<file path="src/rtl/core/assert_macros.svh">
// Assertion shorthands for the lifecycle gate.
// Each check is sampled on the rising edge and is held off while in reset.
`ifndef ASSERT_MACROS_SVH
`define ASSERT_MACROS_SVH

// Property that must hold at every sampled edge.
`define ULG_ASSERT(label, clk, rst_n, prop) \
    label: assert property (@(posedge clk) disable iff (!rst_n) (prop)) \
        else $error("ulg assertion failed");

// Condition that must never be seen at a sampled edge.
`define ULG_NEVER(label, clk, rst_n, cond) \
    label: assert property (@(posedge clk) disable iff (!rst_n) !(cond)) \
        else $error("ulg forbidden condition seen");

`endif

</file>
<file path="src/rtl/core/ulg_pkg.sv">
package ulg_pkg;

    // item kinds
    localparam logic [2:0] MODE_EVENT    = 3'd0;
    localparam logic [2:0] MODE_CONFIG   = 3'd1;
    localparam logic [2:0] MODE_STORAGE  = 3'd2;
    localparam logic [2:0] MODE_RECOVERY = 3'd3;
    localparam logic [2:0] MODE_FAULT    = 3'd4;

    // bus event codes
    localparam logic [2:0] EV_ATTACH    = 3'd0;
    localparam logic [2:0] EV_BUS_RESET = 3'd1;
    localparam logic [2:0] EV_CDC_OPEN  = 3'd2;
    localparam logic [2:0] EV_SUSPEND   = 3'd3;
    localparam logic [2:0] EV_RESUME    = 3'd4;
    localparam logic [2:0] EV_DETACH    = 3'd5;

    // recovery origins
    localparam logic [2:0] ORG_REMOTE    = 3'd0;
    localparam logic [2:0] ORG_LAST_GOOD = 3'd3;

    // lifecycle states
    localparam logic [2:0] ST_DETACHED    = 3'd0;
    localparam logic [2:0] ST_ATTACHED    = 3'd1;
    localparam logic [2:0] ST_ENUMERATING = 3'd2;
    localparam logic [2:0] ST_CONFIGURED  = 3'd3;
    localparam logic [2:0] ST_READY       = 3'd4;
    localparam logic [2:0] ST_SUSPENDED   = 3'd5;
    localparam logic [2:0] ST_RECOVERY    = 3'd6;
    localparam logic [2:0] ST_FAULT       = 3'd7;

    // status codes
    localparam logic [3:0] RS_OK         = 4'd0;
    localparam logic [3:0] RS_BAD_ARG    = 4'd1;
    localparam logic [3:0] RS_BAD_TRANS  = 4'd2;
    localparam logic [3:0] RS_BAD_CONFIG = 4'd3;
    localparam logic [3:0] RS_NOT_READY  = 4'd4;
    localparam logic [3:0] RS_CURRENT    = 4'd5;
    localparam logic [3:0] RS_POWER      = 4'd6;
    localparam logic [3:0] RS_REMOTE     = 4'd7;
    localparam logic [3:0] RS_STORAGE    = 4'd9;
    localparam logic [3:0] RS_FAULT      = 4'd10;

    localparam logic [7:0] MAX_CONFIG_RESET = 8'd1;

    typedef struct packed {
        logic [2:0] mode;
        logic [2:0] event_code;
        logic [7:0] config_number;
        logic       storage_mutating;
        logic       current_available;
        logic       rail_safe;
        logic [3:0] storage_verdict;
        logic [2:0] recovery_origin;
    } ulg_in_t;

    typedef struct packed {
        logic [3:0]  status;
        logic [2:0]  state_now;
        logic        config_active;
        logic        serial_open;
        logic [3:0]  error_latched;
        logic        forward_storage;
        logic [31:0] event_count;
        logic [31:0] bad_transition_count;
        logic [31:0] storage_rejected_count;
        logic [31:0] storage_forwarded_count;
        logic [31:0] remote_reject_count;
        logic [3:0]  last_storage_code;
    } ulg_out_t;

    // current context seen by the decision logic
    typedef struct packed {
        logic [2:0] state;
        logic       cfg_flag;
        logic       ser_flag;
        logic [7:0] max_cfg;
    } ulg_ctx_t;

    // decision handed to the state holder
    typedef struct packed {
        logic [3:0] status;
        logic [2:0] state_next;
        logic       cfg_next;
        logic       ser_next;
        logic       fwd;
        logic       inc_event;
        logic       inc_bad;
        logic       inc_rej;
        logic       inc_fwd;
        logic       inc_remote;
        logic       load_code;
        logic [3:0] code;
    } ulg_upd_t;

endpackage

</file>
<file path="src/rtl/core/ulg_decide.sv">
module ulg_decide
    import ulg_pkg::*;
(
    input  ulg_in_t  item,
    input  ulg_ctx_t ctx,
    output ulg_upd_t upd
);

    logic fault;

    assign fault = (ctx.state == ST_FAULT);

    always_comb
    begin
        upd            = '0;
        upd.state_next = ctx.state;
        upd.cfg_next   = ctx.cfg_flag;
        upd.ser_next   = ctx.ser_flag;
        upd.code       = item.storage_verdict;
        upd.status     = RS_BAD_ARG;

        case (item.mode)
            MODE_EVENT:
            begin
                if (fault)
                begin
                    upd.status = RS_FAULT;
                end
                else
                begin
                    upd.inc_event = 1'b1;
                    upd.status    = RS_BAD_TRANS;
                    case (item.event_code)
                        EV_ATTACH:
                        begin
                            if (ctx.state == ST_DETACHED)
                            begin
                                upd.cfg_next   = 1'b0;
                                upd.ser_next   = 1'b0;
                                upd.state_next = ST_ATTACHED;
                                upd.status     = RS_OK;
                            end
                        end
                        EV_BUS_RESET:
                        begin
                            if (!(ctx.state inside {ST_DETACHED, ST_RECOVERY}))
                            begin
                                upd.cfg_next   = 1'b0;
                                upd.ser_next   = 1'b0;
                                upd.state_next = ST_ENUMERATING;
                                upd.status     = RS_OK;
                            end
                        end
                        EV_CDC_OPEN:
                        begin
                            if (ctx.state == ST_CONFIGURED && ctx.cfg_flag)
                            begin
                                upd.ser_next   = 1'b1;
                                upd.state_next = ST_READY;
                                upd.status     = RS_OK;
                            end
                        end
                        EV_SUSPEND:
                        begin
                            if (ctx.state inside {ST_CONFIGURED, ST_READY})
                            begin
                                upd.ser_next   = 1'b0;
                                upd.state_next = ST_SUSPENDED;
                                upd.status     = RS_OK;
                            end
                        end
                        EV_RESUME:
                        begin
                            if (ctx.state == ST_SUSPENDED)
                            begin
                                upd.ser_next   = 1'b0;
                                upd.state_next = ST_CONFIGURED;
                                upd.status     = RS_OK;
                            end
                        end
                        EV_DETACH:
                        begin
                            if (ctx.state != ST_DETACHED)
                            begin
                                upd.cfg_next   = 1'b0;
                                upd.ser_next   = 1'b0;
                                upd.state_next = ST_DETACHED;
                                upd.status     = RS_OK;
                            end
                        end
                        default:
                        begin
                            upd.status = RS_BAD_ARG;
                        end
                    endcase
                end
            end
            MODE_CONFIG:
            begin
                if (fault)
                begin
                    upd.status = RS_FAULT;
                end
                else if (item.config_number > ctx.max_cfg)
                begin
                    upd.status = RS_BAD_CONFIG;
                end
                else if (!(ctx.state inside {ST_ENUMERATING, ST_CONFIGURED, ST_READY}))
                begin
                    upd.status = RS_BAD_TRANS;
                end
                else
                begin
                    upd.inc_event = 1'b1;
                    upd.ser_next  = 1'b0;
                    upd.status    = RS_OK;
                    if (item.config_number == '0)
                    begin
                        upd.cfg_next   = 1'b0;
                        upd.state_next = ST_ENUMERATING;
                    end
                    else
                    begin
                        upd.cfg_next   = 1'b1;
                        upd.state_next = ST_CONFIGURED;
                    end
                end
            end
            MODE_STORAGE:
            begin
                upd.inc_rej = 1'b1;
                if (fault)
                begin
                    upd.status = RS_FAULT;
                end
                else if (ctx.state != ST_READY || !ctx.cfg_flag || !ctx.ser_flag)
                begin
                    upd.status = RS_NOT_READY;
                end
                else if (item.storage_mutating && !item.current_available)
                begin
                    upd.status = RS_CURRENT;
                end
                else if (item.storage_mutating && !item.rail_safe)
                begin
                    upd.status = RS_POWER;
                end
                else
                begin
                    upd.load_code = 1'b1;
                    if (item.storage_verdict != '0)
                    begin
                        upd.status = RS_STORAGE;
                    end
                    else
                    begin
                        upd.inc_rej = 1'b0;
                        upd.inc_fwd = 1'b1;
                        upd.fwd     = 1'b1;
                        upd.status  = RS_OK;
                    end
                end
            end
            MODE_RECOVERY:
            begin
                if (fault)
                begin
                    upd.status = RS_FAULT;
                end
                else if (item.recovery_origin == ORG_REMOTE)
                begin
                    upd.inc_remote = 1'b1;
                    upd.status     = RS_REMOTE;
                end
                else if (item.recovery_origin > ORG_LAST_GOOD)
                begin
                    upd.status = RS_BAD_ARG;
                end
                else
                begin
                    upd.cfg_next   = 1'b0;
                    upd.ser_next   = 1'b0;
                    upd.state_next = ST_RECOVERY;
                    upd.inc_event  = 1'b1;
                    upd.status     = RS_OK;
                end
            end
            MODE_FAULT:
            begin
                upd.cfg_next   = 1'b0;
                upd.ser_next   = 1'b0;
                upd.state_next = ST_FAULT;
                upd.status     = RS_FAULT;
            end
            default:
            begin
                upd.status = RS_BAD_ARG;
            end
        endcase

        upd.inc_bad = (upd.status == RS_BAD_TRANS);
    end

endmodule

</file>
<file path="src/rtl/core/ulg_state.sv">
`include "assert_macros.svh"

module ulg_state
    import ulg_pkg::*;
#(
    parameter int CW = 32
)
(
    input  logic          clk,
    input  logic          rst_n,
    input  logic          cfg_we,
    input  logic [7:0]    cfg_data,
    input  logic          upd_en,
    input  ulg_upd_t      upd,
    output ulg_ctx_t      ctx,
    output logic [3:0]    err_next,
    output logic [3:0]    code_next,
    output logic [CW-1:0] ev_cnt_next,
    output logic [CW-1:0] bad_cnt_next,
    output logic [CW-1:0] rej_cnt_next,
    output logic [CW-1:0] fwd_cnt_next,
    output logic [CW-1:0] rem_cnt_next
);

    logic [2:0]    state_reg;
    logic          cfg_flag_reg;
    logic          ser_flag_reg;
    logic [7:0]    max_cfg_reg;
    logic [3:0]    err_reg;
    logic [3:0]    code_reg;
    logic [CW-1:0] ev_cnt_reg;
    logic [CW-1:0] bad_cnt_reg;
    logic [CW-1:0] rej_cnt_reg;
    logic [CW-1:0] fwd_cnt_reg;
    logic [CW-1:0] rem_cnt_reg;

    assign ctx.state    = state_reg;
    assign ctx.cfg_flag = cfg_flag_reg;
    assign ctx.ser_flag = ser_flag_reg;
    assign ctx.max_cfg  = max_cfg_reg;

    // error register takes the item's status whenever the item advances
    assign err_next     = upd.status;
    assign code_next    = upd.load_code ? upd.code : code_reg;
    assign ev_cnt_next  = ev_cnt_reg + CW'(upd.inc_event);
    assign bad_cnt_next = bad_cnt_reg + CW'(upd.inc_bad);
    assign rej_cnt_next = rej_cnt_reg + CW'(upd.inc_rej);
    assign fwd_cnt_next = fwd_cnt_reg + CW'(upd.inc_fwd);
    assign rem_cnt_next = rem_cnt_reg + CW'(upd.inc_remote);

    always_ff @(posedge clk or negedge rst_n)
    begin
        if (!rst_n)
        begin
            max_cfg_reg <= MAX_CONFIG_RESET;
        end
        else if (cfg_we)
        begin
            max_cfg_reg <= cfg_data;
        end
    end

    always_ff @(posedge clk or negedge rst_n)
    begin
        if (!rst_n)
        begin
            state_reg    <= ST_DETACHED;
            cfg_flag_reg <= 1'b0;
            ser_flag_reg <= 1'b0;
            err_reg      <= RS_OK;
            code_reg     <= RS_OK;
            ev_cnt_reg   <= '0;
            bad_cnt_reg  <= '0;
            rej_cnt_reg  <= '0;
            fwd_cnt_reg  <= '0;
            rem_cnt_reg  <= '0;
        end
        else if (upd_en)
        begin
            state_reg    <= upd.state_next;
            cfg_flag_reg <= upd.cfg_next;
            ser_flag_reg <= upd.ser_next;
            err_reg      <= err_next;
            code_reg     <= code_next;
            ev_cnt_reg   <= ev_cnt_next;
            bad_cnt_reg  <= bad_cnt_next;
            rej_cnt_reg  <= rej_cnt_next;
            fwd_cnt_reg  <= fwd_cnt_next;
            rem_cnt_reg  <= rem_cnt_next;
        end
    end

    // fault lock is sticky until reset
    `ULG_ASSERT(a_fault_sticky, clk, rst_n, (state_reg == ST_FAULT) |=> (state_reg == ST_FAULT))
    // no flags survive in fault lock
    `ULG_NEVER(a_fault_flags, clk, rst_n, (state_reg == ST_FAULT) && (cfg_flag_reg || ser_flag_reg))
    // error register mirrors the last status
    `ULG_ASSERT(a_err_tracks, clk, rst_n, upd_en |=> (err_reg == $past(upd.status)))

endmodule

</file>
<file path="src/rtl/core/usb_device_lifecycle_gate_unit.sv">
// Channel   Direction  Handshake          Payload
// in        input      in_valid/in_stall  ulg_in_t   one lifecycle item
// out       output     out_valid/out_stall ulg_out_t one result per item
// cfg       input      cfg_valid/cfg_ready 8 bit     max_config_value
//
// Path: input register, then result register, whose contents appear on out.
// Throughput: one item per cycle while out_stall does not hold the result
// register; the input register, the decision logic and the result register
// form a single pass with the state loop closed around the decision logic.
// Reset: rst_n clears lifecycle state, flags, counters and both valids;
// max_config_value returns to 1.
// Stalls: out_stall holds the result register; the input register keeps
// taking items until it is full and the result register cannot drain.
`include "assert_macros.svh"

module usb_device_lifecycle_gate_unit
    import ulg_pkg::*;
#(
    parameter int COUNTER_BITS = 32
)
(
    input  logic       clk,
    input  logic       rst_n,
    input  logic       in_valid,
    output logic       in_stall,
    input  ulg_in_t    in_data,
    output logic       out_valid,
    input  logic       out_stall,
    output ulg_out_t   out_data,
    input  logic       cfg_valid,
    output logic       cfg_ready,
    input  logic [7:0] cfg_data
);

    // input register
    logic     in_vld_reg;
    ulg_in_t  in_item_reg;

    // result register
    logic     out_vld_reg;
    ulg_out_t out_item_reg;

    logic     advance;
    logic     in_take;
    ulg_ctx_t ctx;
    ulg_upd_t upd;
    ulg_out_t result;

    logic [3:0]              err_next;
    logic [3:0]              code_next;
    logic [COUNTER_BITS-1:0] ev_cnt_next;
    logic [COUNTER_BITS-1:0] bad_cnt_next;
    logic [COUNTER_BITS-1:0] rej_cnt_next;
    logic [COUNTER_BITS-1:0] fwd_cnt_next;
    logic [COUNTER_BITS-1:0] rem_cnt_next;

    // item moves on when the result register is free or draining
    assign advance   = in_vld_reg && (!out_vld_reg || !out_stall);
    assign in_stall  = in_vld_reg && !advance;
    assign in_take   = in_valid && !in_stall;
    assign cfg_ready = !in_vld_reg;

    ulg_decide u_decide
    (
        .item (in_item_reg),
        .ctx  (ctx),
        .upd  (upd)
    );

    ulg_state #(
        .CW (COUNTER_BITS)
    ) u_state
    (
        .clk          (clk),
        .rst_n        (rst_n),
        .cfg_we       (cfg_valid && cfg_ready),
        .cfg_data     (cfg_data),
        .upd_en       (advance),
        .upd          (upd),
        .ctx          (ctx),
        .err_next     (err_next),
        .code_next    (code_next),
        .ev_cnt_next  (ev_cnt_next),
        .bad_cnt_next (bad_cnt_next),
        .rej_cnt_next (rej_cnt_next),
        .fwd_cnt_next (fwd_cnt_next),
        .rem_cnt_next (rem_cnt_next)
    );

    // result reflects the state after the transaction; counters fold to 32 bits
    always_comb
    begin
        result.status                  = upd.status;
        result.state_now               = upd.state_next;
        result.config_active           = upd.cfg_next;
        result.serial_open             = upd.ser_next;
        result.error_latched           = err_next;
        result.forward_storage         = upd.fwd;
        result.event_count             = 32'(ev_cnt_next);
        result.bad_transition_count    = 32'(bad_cnt_next);
        result.storage_rejected_count  = 32'(rej_cnt_next);
        result.storage_forwarded_count = 32'(fwd_cnt_next);
        result.remote_reject_count     = 32'(rem_cnt_next);
        result.last_storage_code       = code_next;
    end

    always_ff @(posedge clk or negedge rst_n)
    begin
        if (!rst_n)
        begin
            in_vld_reg <= 1'b0;
        end
        else if (in_take)
        begin
            in_vld_reg <= 1'b1;
        end
        else if (advance)
        begin
            in_vld_reg <= 1'b0;
        end
    end

    always_ff @(posedge clk)
    begin
        if (in_take)
        begin
            in_item_reg <= in_data;
        end
    end

    always_ff @(posedge clk or negedge rst_n)
    begin
        if (!rst_n)
        begin
            out_vld_reg <= 1'b0;
        end
        else if (advance)
        begin
            out_vld_reg <= 1'b1;
        end
        else if (!out_stall)
        begin
            out_vld_reg <= 1'b0;
        end
    end

    always_ff @(posedge clk)
    begin
        if (advance)
        begin
            out_item_reg <= result;
        end
    end

    assign out_valid = out_vld_reg;
    assign out_data  = out_item_reg;

    // a forwarded storage request always reports ok
    `ULG_ASSERT(a_fwd_ok, clk, rst_n, (out_valid && out_data.forward_storage) |-> (out_data.status == RS_OK))
    // input side only pushes back while holding an item
    `ULG_ASSERT(a_stall_full, clk, rst_n, in_stall |-> in_vld_reg)
    // an item that moves on always lands in the result register
    `ULG_ASSERT(a_advance_lands, clk, rst_n, advance |=> out_vld_reg)

endmodule
</file>
<file path="config.mk">
export PLATFORM = sky130hd
export DESIGN_NAME = usb_device_lifecycle_gate_unit
export DESIGN_NICKNAME = d
export VERILOG_FILES = /design/src/rtl/core/ulg_pkg.sv /design/src/rtl/core/ulg_decide.sv /design/src/rtl/core/ulg_state.sv /design/src/rtl/core/usb_device_lifecycle_gate_unit.sv
export VERILOG_INCLUDE_DIRS = /design/src /design/src/rtl/core
export SDC_FILE = /design/constraint.sdc
export NUM_CORES = 1
export LEC_CHECK = 0
export BUFFER_PORTS_ARGS = -buffer_cell sky130_fd_sc_hd__buf_2
export CORE_MARGIN = 1.5
export CORE_UTILIZATION = 58
export CTS_CLUSTER_DIAMETER = 80
export CTS_CLUSTER_SIZE = 30
export DETAILED_ROUTE_END_ITERATION = 7
export PLACE_DENSITY_LB_ADDON = 0.15
export SLEW_MARGIN = 30
export SYNTH_ARGS = -nofsm -noshare
export SYNTH_HDL_FRONTEND = slang
export SYNTH_SLANG_ARGS = --single-unit
</file>
<file path="constraint.sdc">
create_clock -name clk -period 9.18 [get_ports clk]
set_input_delay 0.918 -clock clk [delete_from_list [all_inputs] [get_ports clk]]
set_output_delay 0.918 -clock clk [all_outputs]
set_load 0.02 [all_outputs]
</file>
### Yosys cells after proc, flatten, opt, wreduce, memory -nomap -nowiden

Index checks and enable logic that the tools add are counted.

* add/subtract/negate cells: 5
* multipliers: 0
* div/mod/pow operators: 0
* magnitude comparators: 2
* equality and inequality tests: 18
* shift operators: 0
* multiplexer cells: 63
* bitwise operators: 1
* reduce and logical (&&, ||, !) cells: 31

Operators by type and width (count)
* adder 32 x 1 -> 32 bit: 5
* 2-to-1 mux 5 bit: 10
* 2-to-1 mux 4 bit: 11
* 2-to-1 mux 1 bit: 24
* case mux 4 bit (6 select lines): 1
* equality test 3 bit, second input constant: 7
* 2-to-1 mux 7 bit: 3
* case mux 4 bit (5 select lines): 1
* case mux 5 bit (4 select lines): 1
* equality test 3 x 2 -> 1 bit, second input constant: 6
* case mux 3 bit (6 select lines): 1
* 2-to-1 mux 2 bit: 8
* zero test 3 bit: 4
* zero test 1 bit: 9
* greater-than comparator 8 bit: 1
* zero test 8 bit: 1
* logical AND 1 bit: 7
* equality test 3 x 1 -> 1 bit, second input constant: 2
* case mux 1 bit (3 select lines): 2
* case mux 1 bit (6 select lines): 1
* nonzero test 2 bit: 3
* nonzero test 3 bit: 2
* OR reduction 5 bit: 1
* equality test 4 x 2 -> 1 bit, second input constant: 1
* 6 further kinds: 8

* flip-flop bits (word level): 377
* latch bits: 0
* RAM bits: 0
* memory bits (read-only): 0
* bits of input ports: 37
* logic and storage cells: 151
* memories: 0

### Depth between registers and ports, before layout

* depth in word-level cells: 9
* mapped depth: 17
* depth with buffers taken out: 17

### Cells and area by module

Synthesis repeated with hierarchy kept, for this count alone.

* cell total of the unflattened synthesis: 1531
* area, all modules: 18233.7 sq um

Modules (own cells, without submodules)
* ulg_state: instances 1, cells an instance 1139, area an instance 10955.5 sq um
* usb_device_lifecycle_gate_unit: instances 1, cells an instance 213, area an instance 6164.7 sq um
* ulg_decide: instances 1, cells an instance 179, area an instance 1113.6 sq um

### Worst setup path after synthesis

Ideal clock, no wire load.

* path type: in2reg
* start: input out_stall
* end: register out_item_reg (netlist bit out_data[0]) (enable)
* library setup time: 605 ps
* arrival: 6479 ps
* data required time: 8575 ps
* setup slack: 2096 ps
* stages: 5
* path buffers: 2
* cells stage by stage: nand2_1 nand2_1 inv_1 clkbuf_1 buf_1

* longest elaborated chain between the ends: 3

Ends and longest elaborated chain
* start, declared: line usb_device_lifecycle_gate_unit.sv:28 `input logic out_stall,`
* zero test 1 bit
* logical OR 1 bit: line usb_device_lifecycle_gate_unit.sv:58 `assign advance = in_vld_reg && (!out_vld_reg || !out_stall);`
* logical AND 1 bit: line usb_device_lifecycle_gate_unit.sv:58
* net advance: line usb_device_lifecycle_gate_unit.sv:43 `logic advance;`
* end signal, assigned: line usb_device_lifecycle_gate_unit.sv:151 `out_item_reg <= result;`
* end, declared: line usb_device_lifecycle_gate_unit.sv:41 `ulg_out_t out_item_reg;`

The timed path passes the listed nets, and every way through them passes these cells.
A chain may end at the register's enable or synchronous reset.

### Worst setup path after layout

* start: register in_item_reg[15] (netlist bit)
* end: register out_item_reg (netlist bit out_data[162]), data pin

* longest elaborated chain between the ends: 5

Ends and longest elaborated chain
* start, declared: line usb_device_lifecycle_gate_unit.sv:37 `ulg_in_t in_item_reg;`
* start signal, assigned: line usb_device_lifecycle_gate_unit.sv:127 `in_item_reg <= in_data;`
* greater-than comparator 8 bit: line ulg_decide.sv:104 `else if (item.config_number > ctx.max_cfg)`
* 2-to-1 mux 1 bit: line ulg_decide.sv:104
* 2-to-1 mux 1 bit: line ulg_decide.sv:100 `if (fault)`
* case mux 1 bit (3 select lines): line ulg_decide.sv:22 `case (item.mode)`
* adder 32 x 1 -> 32 bit: line ulg_state.sv:45 `assign ev_cnt_next = ev_cnt_reg + CW'(upd.inc_event);`
* net ev_cnt_next[30]: line usb_device_lifecycle_gate_unit.sv:51 `logic [COUNTER_BITS-1:0] ev_cnt_next;`

The timed path passes the listed nets, and every way through them passes these cells.

==> flow_results.xml <==
<?xml version="1.0" encoding="UTF-8"?>
<metrics>
  <group name="sta">
    <metric name="final.setup.tns" unit="ns">0</metric>
    <metric name="max_freq" unit="GHz">0.247</metric>
    <metric name="timing_hold_violations_final" unit="">0</metric>
    <metric name="max-slew-margin-rel" unit="">0.423</metric>
    <metric name="final_period_minus_worst_setup_slack" unit="ns">4.05</metric>
    <metric name="hold_ws" unit="ns">0.286</metric>
    <metric name="slew_violations" unit="">0</metric>
    <metric name="worstMarginPinSlew" unit="ns">0.864</metric>
    <metric name="min_period_over_period" unit="">0.442</metric>
    <metric name="finalSetupViolations" unit="">0</metric>
    <metric name="fin_skew" unit="ns">0.0176</metric>
    <metric name="postLayoutSetupSlackWorst" unit="ns">5.13</metric>
    <metric name="rsz_0062_raised_after_global_routing" unit="">no</metric>
  </group>
  <group name="power">
    <metric name="power.density" unit="nW/um^2">172</metric>
    <metric name="power_frac_comb" unit="">0.124</metric>
    <metric name="internal_power" unit="mW">2.43</metric>
    <metric name="sw_frac_of_total" unit="">0.266</metric>
    <metric name="max-vdd-ir-drop" unit="V">0.000222</metric>
    <metric name="clockPowerShare" unit="">0.274</metric>
    <metric name="static-leakage-power" unit="nW">8.61</metric>
    <metric name="net-switching-power" unit="mW">0.880</metric>
    <metric name="p_total" unit="mW">3.31</metric>
    <metric name="power_frac_seq" unit="">0.602</metric>
  </group>
  <group name="cts">
    <metric name="clock-root-buffer" unit="">clkbuf_16</metric>
    <metric name="cts_hold_buffers_added" unit="">0</metric>
    <metric name="tritoncts" unit="">yes</metric>
    <metric name="cts_repair_resize_count" unit="">0</metric>
    <metric name="sink_count_of_the_clock_tree" unit="">377</metric>
    <metric name="clock_path_buffers" unit="">3</metric>
    <metric name="worst_setup_hold_path_clk_slew" unit="ns">0.11</metric>
    <metric name="cts_buffers" unit="">17</metric>
    <metric name="htreeDepth" unit="">1</metric>
    <metric name="post-cts-setup-buffers" unit="">0</metric>
    <metric name="clock_insertion_delay_worst_skew" unit="ns">0.52</metric>
  </group>
  <group name="worst_setup_path">
    <metric name="timing.critical_path.from" unit="">in_item_reg[15]</metric>
    <metric name="worst-setup-path-type" unit="">reg2reg</metric>
    <metric name="worst-r2r-cell-count" unit="">15</metric>
    <metric name="critical_path_peak_fanout" unit="">6</metric>
    <metric name="r2r_setup_slack" unit="ns">5.13</metric>
    <metric name="critical_path.endpoint_type" unit="">flip-flop</metric>
    <metric name="start_kind" unit="">flip-flop</metric>
    <metric name="r2r_endpoint" unit="">out_data[162]</metric>
    <metric name="critical_path_required" unit="ns">9.54</metric>
    <metric name="worst_path_arrival" unit="ns">4.41</metric>
    <metric name="r2r_start" unit="">in_item_reg[15]</metric>
  </group>
  <group name="drt">
    <metric name="wire_length_on_met2" unit="um">15200</metric>
    <metric name="wirelength_met1" unit="um">14600</metric>
    <metric name="drc" unit="">0</metric>
    <metric name="highest_layer" unit="">met4</metric>
    <metric name="via_count" unit="">10700</metric>
    <metric name="post_drt_via_cell_ratio" unit="">5.30</metric>
    <metric name="finalWirelength" unit="um">31900</metric>
    <metric name="route.detailed.wl_per_inst" unit="um">15.8</metric>
    <metric name="number_of_drc_markers_in_iteration_0" unit="">716</metric>
    <metric name="dr_wl_met3" unit="um">1150</metric>
    <metric name="drt_first_pass_iters" unit="">5</metric>
    <metric name="detail-route-antenna-nets" unit="">0</metric>
  </group>
  <group name="place">
    <metric name="placement.setup.worst_slack" unit="ns">5.08</metric>
    <metric name="portBuffers" unit="">217</metric>
    <metric name="detailed_place_hpwl" unit="um">21800</metric>
    <metric name="gp_congestion" unit="">0.902</metric>
    <metric name="placed_cells" unit="">1994</metric>
    <metric name="placed_area" unit="um^2">18700</metric>
  </group>
  <group name="yosys">
    <metric name="synth_flop_cell" unit="">edfxtp_1</metric>
    <metric name="synth-seq-cells" unit="">377</metric>
    <metric name="seq_area_frac_synth" unit="">0.601</metric>
    <metric name="number_of_enable_type_register_cells_in_the_synthesized_netlist" unit="">198</metric>
    <metric name="yosys.cell_count.top_type" unit="">edfxtp_1</metric>
    <metric name="synth_top_cell_by_area" unit="">edfxtp_1</metric>
    <metric name="synth_cells" unit="">1436</metric>
    <metric name="synth.top_cells.by_area" unit="">edfxtp_1, dfrtp_1, xnor2_1, xor2_1, nand2_1</metric>
    <metric name="synth.yosys.warnings" unit="">0</metric>
    <metric name="synth.distinct_cells" unit="">74</metric>
    <metric name="async_flop_share" unit="">0.475</metric>
    <metric name="post_synth_instance_area" unit="um^2">17300</metric>
    <metric name="synth_commonest_cells" unit="">edfxtp_1, nand2_1, xnor2_1, dfrtp_1, xor2_1</metric>
    <metric name="postSynthNetCount" unit="">1491</metric>
    <metric name="yosys.area.top_type_share" unit="">0.343</metric>
    <metric name="avgSynthCellArea" unit="um^2">12.1</metric>
  </group>
  <group name="grt">
    <metric name="grt_pass1_wl" unit="um">52500</metric>
    <metric name="maximum_number_of_pins_on_one_net_before_global_route_repair" unit="">116</metric>
    <metric name="vias_in_the_first_global_route" unit="">10500</metric>
    <metric name="gr_usage_total" unit="">0.211</metric>
    <metric name="gr-total-overflow" unit="">0</metric>
    <metric name="antenna_found_initial" unit="">0</metric>
  </group>
  <group name="die">
    <metric name="die_w" unit="um">176</metric>
    <metric name="core_area" unit="um^2">29600</metric>
    <metric name="floorplan.io_pins" unit="">218</metric>
    <metric name="area_of_the_die" unit="um^2">30900</metric>
    <metric name="initial_core_util" unit="">0.586</metric>
    <metric name="rows" unit="">63</metric>
    <metric name="die_y" unit="um">176</metric>
  </group>
  <group name="final_layout">
    <metric name="final_layout_size_suffix_gt1_frac" unit="">0.203</metric>
    <metric name="final_core_density" unit="">0.652</metric>
    <metric name="largest_register_ffs" unit="">174</metric>
    <metric name="design_area" unit="um^2">19300</metric>
    <metric name="layout.nets" unit="">1679</metric>
    <metric name="final_cells" unit="">2024</metric>
    <metric name="syn2layout_area_growth" unit="%">11.2</metric>
    <metric name="n_antenna_cell" unit="">0</metric>
  </group>
  <group name="job">
    <metric name="timing.max_cap.violations" unit="">0</metric>
  </group>
  <group name="min_path">
    <metric name="type_of_the_tightest_min_delay_check" unit="">in2async</metric>
  </group>
  <group name="outcome">
    <metric name="run_status" unit="">finished clean</metric>
  </group>
</metrics>
-- layer usage --
metal / up-vias / global-route usage
met4: 0 / 0.0698
met2: 213 / 0.352
li1: 5280 / -
met3: 53 / 0.0240
met1: 5190 / 0.289
met5: - / 0
-- how the worst max path moves through the flow --
stage                          endpoint  slack [ns]  depth (start not counted)
after detailed placement  out_data[162]        5.08                         15
after global placement    out_data[160]        5.17                         15
after floorplan             out_data[0]        2.10                          5
after CTS                 out_data[162]        5.05                         15
final                     out_data[162]        5.13                         15
after global routing      out_data[162]        4.63                         15
-- layout by cell type (no fill, tap or decap), types with 8 or more instances in the layout --
| master | netlist | layout |
|---|---|---|
| buf_2 | 25 | 216 |
| edfxtp_1 | 198 | 198 |
| nand2_1 | 197 | 196 |
| xnor2_1 | 182 | 182 |
| dfrtp_1 | 178 | 178 |
| xor2_1 | 119 | 119 |
| nor2_1 | 102 | 102 |
| nand3_1 | 80 | 80 |
| and3_1 | 39 | 39 |
| o21ai_0 | 30 | 30 |
| nor3_1 | 19 | 19 |
| inv_1 | 19 | 18 |
| ha_1 | 18 | 18 |
| clkbuf_16 | 0 | 18 |
| nand4_1 | 16 | 16 |
| a21oi_1 | 13 | 13 |
| nor2_2 | 13 | 13 |
| and2_1 | 12 | 11 |
| mux2_2 | 10 | 10 |
| nor2b_1 | 9 | 9 |
| o211ai_1 | 9 | 9 |
| nand2b_1 | 8 | 8 |
-- cell families (layout without fill, tap and decap cells) --
kind of cell | count (synthesis) | in the layout | share of synthesized area
AND/OR/NAND/NOR | 574 | 574 | 0.177
flip-flops | 377 | 377 | 0.601
XOR/XNOR | 301 | 301 | 0.152
AO/OA/AOI/OAI | 83 | 83 | 0.0305
buffers and inverters | 73 | 271 | 0.0196
adder cells (fa/ha/maj) | 18 | 18 | 0.0130
multiplexers | 10 | 10 | 0.00650
-- worst max-delay path, stage by stage (launching register included) --
cell and delay [ns]:
edfxtp_1 0.41, ha_1 0.33, a211oi_1 0.23, nor2_1 0.08, nand4bb_1 0.29, a21oi_2 0.27
o21ai_0 0.11, o32ai_1 0.35, ha_1 0.28, ha_1 0.21, and3_1 0.27, nand4_2 0.24
nor2_4 0.29, nand4_4 0.18, nor2_1 0.17, xor2_1 0.18
-- power by group through the flow --
stage,clock (mW),sequential [mW],combinational [mW]
after floorplan,0,2.07,0.223
after global placement,0,2.02,0.411
after detailed placement,0,2.03,0.413
after CTS,0.944,1.99,0.416
after global routing,0.993,2.00,0.457
final,0.907,1.99,0.412
-- final cells by class --
cell class              instances  area, um^2
clock buffers                  24         503
clock inverters                 5        43.8
fillers                      2301       10300
inverters                      20        82.6
multi-input cells             986        6580
flip-flops and latches        377       10400
well taps                     390         488
repair buffers                222        1160
Note: power is estimated with default switching activity, not from simulation.
